$ cat src/hdl/mrmp_pkg.sv
package mrmp_pkg;

   localparam int WORD_BITS_DEFAULT = 62;
   localparam logic [61:0] MODULUS_RESET = 62'd1000000007;

   // Commands from the controller to the datapath.
   typedef struct packed {
      logic load;
      logic red_step;
      logic setup;
      logic mul_start;
      logic mul_step;
      logic mul_write;
      logic sq_sel;
      logic shift_n;
      logic out_load;
   } mrmp_cmd_type;

   // Status from the datapath to the controller.
   typedef struct packed {
      logic n_zero;
      logic n_lsb;
   } mrmp_stat_type;

   // Modular add of two reduced operands; operands and modulus fit 62 bits.
   function automatic logic [63:0] mod_add64(input logic [63:0] a, input logic [63:0] b,
                                             input logic [63:0] m);
      logic [63:0] s;
      s = a + b;
      if (s >= m) begin
         s = s - m;
      end
      return s;
   endfunction

endpackage

$ cat src/hdl/mrmp_ctrl.sv
module mrmp_ctrl
   import mrmp_pkg::*;
#(
   parameter int WORD_BITS = WORD_BITS_DEFAULT
) (
   input  logic          clock,
   input  logic          reset,
   input  logic          req_valid,
   output logic          req_ready,
   output logic          rsp_valid,
   input  logic          rsp_ready,
   input  mrmp_stat_type stat,
   output mrmp_cmd_type  cmd
);

   localparam int CW = $clog2(WORD_BITS);

   typedef enum logic [2:0] {
      S_IDLE, S_REDUCE, S_SETUP, S_CHECK, S_START, S_MUL, S_WRITE, S_FINISH
   } state_type;

   state_type      state_ff;
   logic [CW-1:0]  cnt_ff;
   logic           sq_ff;
   logic           rsp_valid_ff;
   logic           last;
   logic           out_free;

   assign last     = (cnt_ff == CW'(WORD_BITS - 1));
   assign out_free = !rsp_valid_ff || rsp_ready;

   // Decode commands from the state.
   always_comb begin
      cmd           = '0;
      cmd.load      = (state_ff == S_IDLE) && req_valid;
      cmd.red_step  = (state_ff == S_REDUCE);
      cmd.setup     = (state_ff == S_SETUP);
      cmd.mul_start = (state_ff == S_START);
      cmd.mul_step  = (state_ff == S_MUL);
      cmd.mul_write = (state_ff == S_WRITE);
      cmd.sq_sel    = sq_ff;
      cmd.shift_n   = (state_ff == S_WRITE) && sq_ff;
      cmd.out_load  = (state_ff == S_FINISH) && out_free;
   end

   // Sequence the reduction, then square-and-multiply over exponent bits.
   always_ff @(posedge clock) begin
      if (reset) begin
         state_ff     <= S_IDLE;
         cnt_ff       <= '0;
         sq_ff        <= 1'b0;
         rsp_valid_ff <= 1'b0;
      end else begin
         // Raise valid on a new result, else drop it after a transfer.
         priority if (cmd.out_load) begin
            rsp_valid_ff <= 1'b1;
         end else if (rsp_ready) begin
            rsp_valid_ff <= 1'b0;
         end
         unique case (state_ff)
            S_IDLE: begin
               cnt_ff <= '0;
               if (req_valid) begin
                  state_ff <= S_REDUCE;
               end
            end
            S_REDUCE: begin
               cnt_ff <= cnt_ff + CW'(1);
               if (last) begin
                  state_ff <= S_SETUP;
               end
            end
            S_SETUP: begin
               state_ff <= S_CHECK;
            end
            S_CHECK: begin
               if (stat.n_zero) begin
                  state_ff <= S_FINISH;
               end else begin
                  sq_ff    <= !stat.n_lsb;
                  state_ff <= S_START;
               end
            end
            S_START: begin
               cnt_ff   <= '0;
               state_ff <= S_MUL;
            end
            S_MUL: begin
               cnt_ff <= cnt_ff + CW'(1);
               if (last) begin
                  state_ff <= S_WRITE;
               end
            end
            S_WRITE: begin
               if (sq_ff) begin
                  state_ff <= S_CHECK;
               end else begin
                  sq_ff    <= 1'b1;
                  state_ff <= S_START;
               end
            end
            S_FINISH: begin
               if (out_free) begin
                  state_ff <= S_IDLE;
               end
            end
            default: begin
               state_ff <= S_IDLE;
            end
         endcase
      end
   end

   assign req_ready = (state_ff == S_IDLE);
   assign rsp_valid = rsp_valid_ff;

endmodule

$ cat config.mk
export PLATFORM = sky130hd
export DESIGN_NAME = mrmp_ctrl
export DESIGN_NICKNAME = d
export VERILOG_FILES = /design/src/hdl/mrmp_pkg.sv /design/src/hdl/mrmp_ctrl.sv
export SDC_FILE = /design/constraint.sdc
export NUM_CORES = 1
export LEC_CHECK = 0
export ABC_CLOCK_PERIOD_IN_PS = 1300
export BUFFER_PORTS_ARGS = -buffer_cell sky130_fd_sc_hd__buf_2
export CAP_MARGIN = 20
export CORE_AREA = 3 3 40 42
export CTS_CLUSTER_SIZE = 16
export DETAILED_ROUTE_END_ITERATION = 6
export DIE_AREA = 0 0 43 45
export GPL_TIMING_DRIVEN = 1
export PLACE_DENSITY = 0.73
export SLEW_MARGIN = 20
export SYNTH_ARGS = -nofsm -noshare
export SYNTH_HDL_FRONTEND = slang
export SYNTH_SLANG_ARGS = --single-unit
export TNS_END_PERCENT = 10
$ cat constraint.sdc
create_clock -name clock -period 1.3 [get_ports clock]
set_input_delay 0.13 -clock clock [delete_from_list [all_inputs] [get_ports clock]]
set_output_delay 0.13 -clock clock [all_outputs]
set_load 0.05 [all_outputs]
# Yosys cells after proc, flatten, opt, wreduce, memory -nomap -nowiden
# Index checks and enable logic that the tools add are counted.
[totals] output_inout_bits=11 elab_cells=44 inputBits=6 regBits=11
[op_classes] n_eq_ne=13 reduce_logical=14 muxes=12 n_addsub=1
[op_table] cell="$pmux 3 s8" count=1
[op_table] cell="$mux 3" count=5
[op_table] cell="$eq 3x3->1 const B" count=4
[op_table] cell="$pmux 6 s2" count=1
[op_table] cell="$add 6x1->6 const B" count=1
[op_table] cell="$eq 3x2->1 const B" count=2
[op_table] cell="$eq 6x6->1 const B" count=1
[op_table] cell="$ne 2x2->1 const B" count=3
[op_table] cell="$reduce_bool 2->1" count=3
[op_table] cell="$ne 2x1->1 const B" count=2
[op_table] cell="$reduce_and 4->1" count=1
[op_table] cell="$reduce_or 2->1" count=2
[op_table] cell="$eq 3x1->1 const B" count=1
[op_table] cell="$logic_and 1x1->1" count=3
[op_table] cell="$logic_not 3->1" count=1
[op_table] cell="$mux 1" count=3
[op_table] cell="$logic_not 1->1" count=2
[op_table] cell="$mux 2" count=1
[op_table] cell="$pmux 1 s2" count=1
[op_table] cell="$reduce_and 2->1" count=1
[op_table] cell="$logic_or 1x1->1" count=1

# Logic depth before layout (Yosys ltp)
# Gate-level depths: netlist of run 1.
[logic_depth] ltp_word=4 mapped_depth=5 ltp_nobuf=5

# Least setup slack after synthesis of run 1
# Ideal clock, no wire load.
[synth_path] path_type="register to output" from="register state_ff[2]" to="output cmd[8] (netlist bit)" path_slack_ns=-0.999 n_path_buf=1 required_ns=1.170 stages_incl_launch_ff=4 arrival_ns=2.169 path_cell_list="dfxtp_1 buf_2 nor3_1 and2_1"
[synth_lines] element="start: declaration" line_no="mrmp_ctrl.sv:22" source="state_type state_ff;"
[synth_lines] element="start signal: assignment" line_no="mrmp_ctrl.sv:49" source="state_ff <= S_IDLE;"
[synth_lines] element="start signal: assignment" line_no="mrmp_ctrl.sv:64" source="state_ff <= S_REDUCE;"
[synth_lines] element="start signal: assignment" line_no="mrmp_ctrl.sv:70" source="state_ff <= S_SETUP;"
[synth_lines] element="end: declaration" line_no="mrmp_ctrl.sv:13" source="output mrmp_cmd_type cmd"

==> results.cfg, run 1 <==
[clock_tree]
cts.reportedPaths.clkPinSlew_ns = 0.07
cts_max_level = 1
root_buffer = clkbuf_4
cts.sinks = 11
cts_hold_buf = 0
clock_path_buffers = 2
worstSkewPairLatency_ns = 0.26
cts_buffers = 3
cts_tree = built

[synthesis]
synth_nets = 80
avgSynthCellArea_um2 = 8.72
ys_seq_elements = 11
seq_area_frac_synth_pct = 35.1
synthTopCellsByArea = dfxtp_1, xor2_1, nor2_1
yosysTopAreaCellShare_pct = 35.1
netlist-cell-type-count = 31
async_flop_share_pct = 0
synth_edf_count = 0
ys_warn_count = 0
ys.flop_type = dfxtp_1
synth_top_area_cell = dfxtp_1
syn_area_um2 = 628
postSynthCellCount = 72

[critical_path]
end_kind = primary output
ff2ff_setup_slack_ns = 0.11
critPathMaxFanout = 6
critical_path_required_ns = 1.17
crit_type = reg2out
reg2reg_from = state_ff[1]$_SDFFE_PP0P_
worstSetupStartpointType = flip-flop
r2r_end = state_ff[0]$_SDFFE_PP0P_
arrival_ns = 1.24
reg2reg_depth = 4

[floorplanning]
fp.dieH_um = 45
initial_core_util_pct = 48.9
die_x_um = 43
die_area_um2 = 1940
core_um2 = 1280
ioPinCount = 17
rows = 13

[route]
routed_wl_mm = 1.46
drt-initial-drc-count = 9
viasPerCell = 5.27
wire_per_inst_um = 12.6
vias = 611
dr.pass1.iters = 4
drc_errors = 0
ant_nets = 0

[timing]
relSlewSlack_pct = 81.2
fin_skew_ns = 0.00147
worst_slew_pin_slew_ns = 0.280
period_share_pct = 106
setup_ws_ns = -0.0732
fmax_mhz = 728
slew_viol_final = 0
finalSetupTns_ns = -0.222
finalHoldViolCount = 0
finalSetupViolCount = 5
rsz0062_at_grt = yes
period_needed_ns = 1.37

[hold_path]
hold_path.startpoint = stat[0]
hp-class = in2reg
whs_endpoint = sq_ff$_SDFFE_PP0P_
hold_depth = 2

[status]
failed_checks = negative setup slack
status = finished with violations

[cells_and_area]
multi_input_area_um2 = 409
nNetsFinal = 110
seqCellArea_um2 = 231
fin_util_pct = 72.6
area_growth_pct = 48.6
final_layout_size_suffix_gt1_share_pct = 51.5
n_fill_cell = 100
antennaDiodeCount = 0

[place]
gp_congestion = 0.774
portBuffers = 16
hpwlAfterDp_mm = 1.01
pre_cts_slack_ns = 0.0673

[grt]
grt_pass1_wl_mm = 2.66
grt_max_degree = 8
antenna_found_initial = 0
grt-ovfl-total = 0
grtUsageTotal_pct = 18.1
grt_pass1_vias = 619

[pwr]
max-vdd-ir-drop_mv = 0.588
leakage_nw = 0.404
p_per_area_nw_per_um2 = 745

[run]
cap_violations = 0
-- placed cells by master, fill, tap and decap left out, types with 2 or more instances in the layout --
master | netlist | routed
buf_4 | 1 | 12
buf_2 | 1 | 9
nor2_1 | 9 | 8
dfxtp_1 | 11 | 8
buf_6 | 3 | 8
a21oi_1 | 6 | 6
nand3_1 | 4 | 4
xor2_1 | 4 | 4
clkbuf_4 | 0 | 3
dfxtp_4 | 0 | 3
nor2b_1 | 3 | 2
nor3b_2 | 0 | 2
nor3_4 | 0 | 2
and2_4 | 0 | 2
nand2b_1 | 2 | 2
nor3_1 | 4 | 2
ha_1 | 2 | 2
-- power breakdown --
part / switching, W / internal [W] / total [W]
Clock: 0.000106 / 0.000119 / 0.000225
Combinational: 0.0000679 / 0.0000579 / 0.000126
Sequential: 0.00000710 / 0.000338 / 0.000345
Total: 0.000181 / 0.000514 / 0.000695
-- layout make-up --
type                    instances  share of cell area [%]
clock buffers                   4                    2.82
inverters                       2                   0.804
multi-input cells              54                    43.8
flip-flops and latches         11                    24.8
well taps                      15                    2.01
repair buffers                 30                    25.7
-- sequential cells by signal (all words and copies together), names as in the netlist --
register,flops
rsp_valid,1
sq_ff,1
cnt_ff,6
state_ff,3
-- per-stage QoR --
step	hold slack, ns	area [um^2]	std cells	power, W
after floorplan	0.199	661	72	0.000424
after CTS	0.0532	901	116	0.000696
after global placement	0.330	796	109	0.000462
after global routing	0.0513	933	116	0.000725
after detailed placement	0.338	796	109	0.000464
final	0.0593	933	116	0.000695
-- cells by family after synthesis --
| family | count (synthesis) | synth area share [%] |
|---|---|---|
| flip-flops | 11 | 35.1 |
| buffers and inverters | 7 | 8.56 |
| AND/OR/NAND/NOR | 33 | 30.3 |
| multiplexers | 1 | 1.79 |
| adder cells (fa/ha/maj) | 2 | 3.98 |
| AO/OA/AOI/OAI | 13 | 13.3 |
| XOR/XNOR | 5 | 6.97 |
-- worst max-delay path by stage --
stage                     endpoint                     start  depth (start not counted)
after CTS                   cmd[8]  state_ff[2]$_SDFFE_PP0P_                          4
after global placement      cmd[1]  state_ff[0]$_SDFFE_PP0P_                          4
final                       cmd[1]  state_ff[0]$_SDFFE_PP0P_                          4
after global routing        cmd[8]  state_ff[0]$_SDFFE_PP0P_                          4
after floorplan             cmd[8]  state_ff[2]$_SDFFE_PP0P_                          3
after detailed placement    cmd[8]  state_ff[1]$_SDFFE_PP0P_                          4
-- critical path, cell delays in order, from the launching register on --
cell and delay [ns]:
dfxtp_4 0.38, inv_2 0.05, and3_2 0.21, and2_2 0.19, buf_6 0.15
-- layer usage --
layer	GRT usage, %	vias up	wire (um)
met5	0	-	0
met4	7.23	0	11
met3	3.98	2	64
met2	32.0	13	745
met1	21.5	283	639
li1	-	313	-
-- synthesized netlist by cell type, types with 2 or more instances --
master / n
ha_1: 2
nor3b_1: 2
nand3_1: 4
nor2b_1: 3
a21oi_1: 6
buf_6: 3
nor3_1: 4
nand2b_1: 2
nor2_1: 9
and2_1: 3
xor2_1: 4
dfxtp_1: 11
-- timing repair --
item / 4_1_cts / 5_1_grt
resized for setup: 21 / 9
endpoints found under the setup margin: 9 / 12
pin swaps: 2 / 2
endpoints found under the hold margin: 0 / 0
buffers inserted: 3 / 0
No activity file was read; power rests on OpenSTA's default activity.
==> inputs of run 2 (changes only) <==
--- a/config.mk
+++ b/config.mk
@@ -9,6 +9,7 @@
 export BUFFER_PORTS_ARGS = -buffer_cell sky130_fd_sc_hd__buf_2
 export CAP_MARGIN = 20
 export CORE_AREA = 3 3 40 42
+export CTS_BUF_LIST = sky130_fd_sc_hd__clkbuf_8 sky130_fd_sc_hd__clkbuf_16
 export CTS_CLUSTER_SIZE = 16
 export DETAILED_ROUTE_END_ITERATION = 6
 export DIE_AREA = 0 0 43 45
==> run 2 against run 1 <==
- the run still ends with negative setup slack left
- die area unchanged
- critical path depth unchanged
- utilization decreased by 0.097 points
- combinational power decreased by 3%
- via count decreased by 4.1%
- flip-flop and latch count unchanged
- non-clock buffer count decreased by 1
- sequential share of layout area about the same
- final area decreased by 0.13%
- clock skew increased by 0.0012 ns
- total power increased by 15%
- cell count decreased by 0.86%
- largest cell class unchanged
- largest power group unchanged
- highest routed layer unchanged
==> results.cfg, run 2 (same netlist as run 1, synthesis figures left out) <==
[timing]
finalHoldViolCount = 0
fin_skew_ns = 0.00263
period_needed_ns = 1.34
rsz0062_at_grt = yes
fmax_mhz = 747
whs_ns = 0.0827
period_share_pct = 103
finalSetupTns_ns = -0.0945
setup_ws_ns = -0.0390
worst_slew_pin_slew_ns = 0.402
finalSetupViolCount = 3
slew_viol_final = 0
relSlewSlack_pct = 73.2

[cells_and_area]
antennaDiodeCount = 0
largest-register = cnt_ff
reg_top3 = cnt_ff x6, state_ff x3
n_fill_cell = 100
largest_reg_flops = 6
fin_util_pct = 72.5
final_layout_size_suffix_gt1_share_pct = 49.0
nNetsFinal = 109
design_area_um2 = 932
area_growth_pct = 48.4
final_common_cell = buf_4
final_cell_mix = buf_4, buf_2, nor2_1, dfxtp_1, buf_6

[place]
hpwlAfterDp_mm = 1.01
gp_congestion = 0.774
pre_cts_slack_ns = 0.0673
portBuffers = 16
place_area_um2 = 796

[grt]
grtUsageTotal_pct = 18.1
grt-ovfl-total = 0
grt_pass1_vias = 585
grt-busiest-layer = met2
grt_use_met1_pct = 21.0
grt_max_degree = 9
grt_pass1_wl_mm = 2.53
antenna_found_initial = 0
met3_usage_pct = 6.37
use_met2_pct = 29.9

[floorplanning]
fp.dieH_um = 45
core_um2 = 1280
ioPinCount = 17
die_x_um = 43
die_area_um2 = 1940
initial_core_util_pct = 48.9
rows = 13

[status]
failed_checks = negative setup slack
status = finished with violations

[route]
drc_errors = 0
wire_per_inst_um = 12.5
vias = 586
viasPerCell = 5.10
ant_nets = 0
dr.pass1.iters = 4
routed_wl_mm = 1.44
drt-initial-drc-count = 14

[run]
cap_violations = 0

[clock_tree]
cts.reportedPaths.clkPinSlew_ns = 0.05
worstSkewPairLatency_ns = 0.24
cts_hold_buf = 0
cts_tree = built
cts.sinks = 11
cts_max_level = 1
cts_buffers = 3
root_buffer = clkbuf_8
clock_path_buffers = 2

[hold_path]
hp-class = in2reg

[pwr]
max-vdd-ir-drop_mv = 0.679
leakage_nw = 0.415
p_per_area_nw_per_um2 = 859

[critical_path]
end_kind = primary output
crit_type = reg2out
worstSetupStartpointType = flip-flop
critPathMaxFanout = 6
critical_path_required_ns = 1.17
arrival_ns = 1.21
==> run 2: cell types whose count changed in the layout (fill, tap and decap cells not counted) <==
cell	change
nor3_4	-1
o21bai_1	+1
clkbuf_8	+3
clkbuf_1	-1
inv_1	+1
nor2b_2	-1
clkbuf_4	-3
nor2b_1	+1
buf_4	-1
nor3_2	+1
o21bai_2	-1
==> run 2: final timing paths <==
path	startpoint	endpoint	slack (ns)	cells after the start
worst max register to register	state_ff[1]$_SDFFE_PP0P_	state_ff[0]$_SDFFE_PP0P_	0.10	4
worst max-delay path	state_ff[0]$_SDFFE_PP0P_	cmd[1]	-0.04	4
worst min register to register	cnt_ff[4]$_SDFFE_PP0P_	cnt_ff[4]$_SDFFE_PP0P_	0.51	2
worst min-delay path	stat[0]	sq_ff$_SDFFE_PP0P_	0.08	2
==> run 2: timing repair <==
item / in CTS / in global routing
resized for setup: 20 / 7
pin swaps: 2 / 2
buffers inserted: 2 / 0
setup endpoints to repair: 9 / 9
==> run 2: power by group <==
| group | leakage, nW | switching (W) | internal, W |
|---|---|---|---|
| registers | 0.0912 | 0.00000713 | 0.000339 |
| clock network | 0.0269 | 0.000126 | 0.000207 |
| logic | 0.297 | 0.0000656 | 0.0000562 |
==> run 2: worst max-delay path: stages, from the launching register on <==
cell	delay [ns]
dfxtp_4	0.37
inv_2	0.05
and3_2	0.21
and2_2	0.19
buf_6	0.15
==> run 2: cell type report <==
type	instances	area [um^2]	area share [%]
flip-flops and latches	11	231	24.8
well taps	15	18.8	2.01
inverters	2	7.51	0.805
clock buffers	3	41.3	4.43
multi-input cells	54	397	42.6
clock inverters	1	3.75	0.403
repair buffers	29	233	25.0
==> run 2: layer usage <==
| layer | wire length, um | vias up |
|---|---|---|
| met2 | 715 | 13 |
| met5 | 0 | - |
| met1 | 621 | 261 |
| met3 | 81 | 2 |
| li1 | - | 310 |
| met4 | 24 | 0 |
==> run 2: per-stage QoR <==
step	cells	total power [W]
CTS	115	0.000814
global route	115	0.000840
detailed placement	109	0.000464
global placement	109	0.000462
floorplan	72	0.000424
finish	115	0.000800
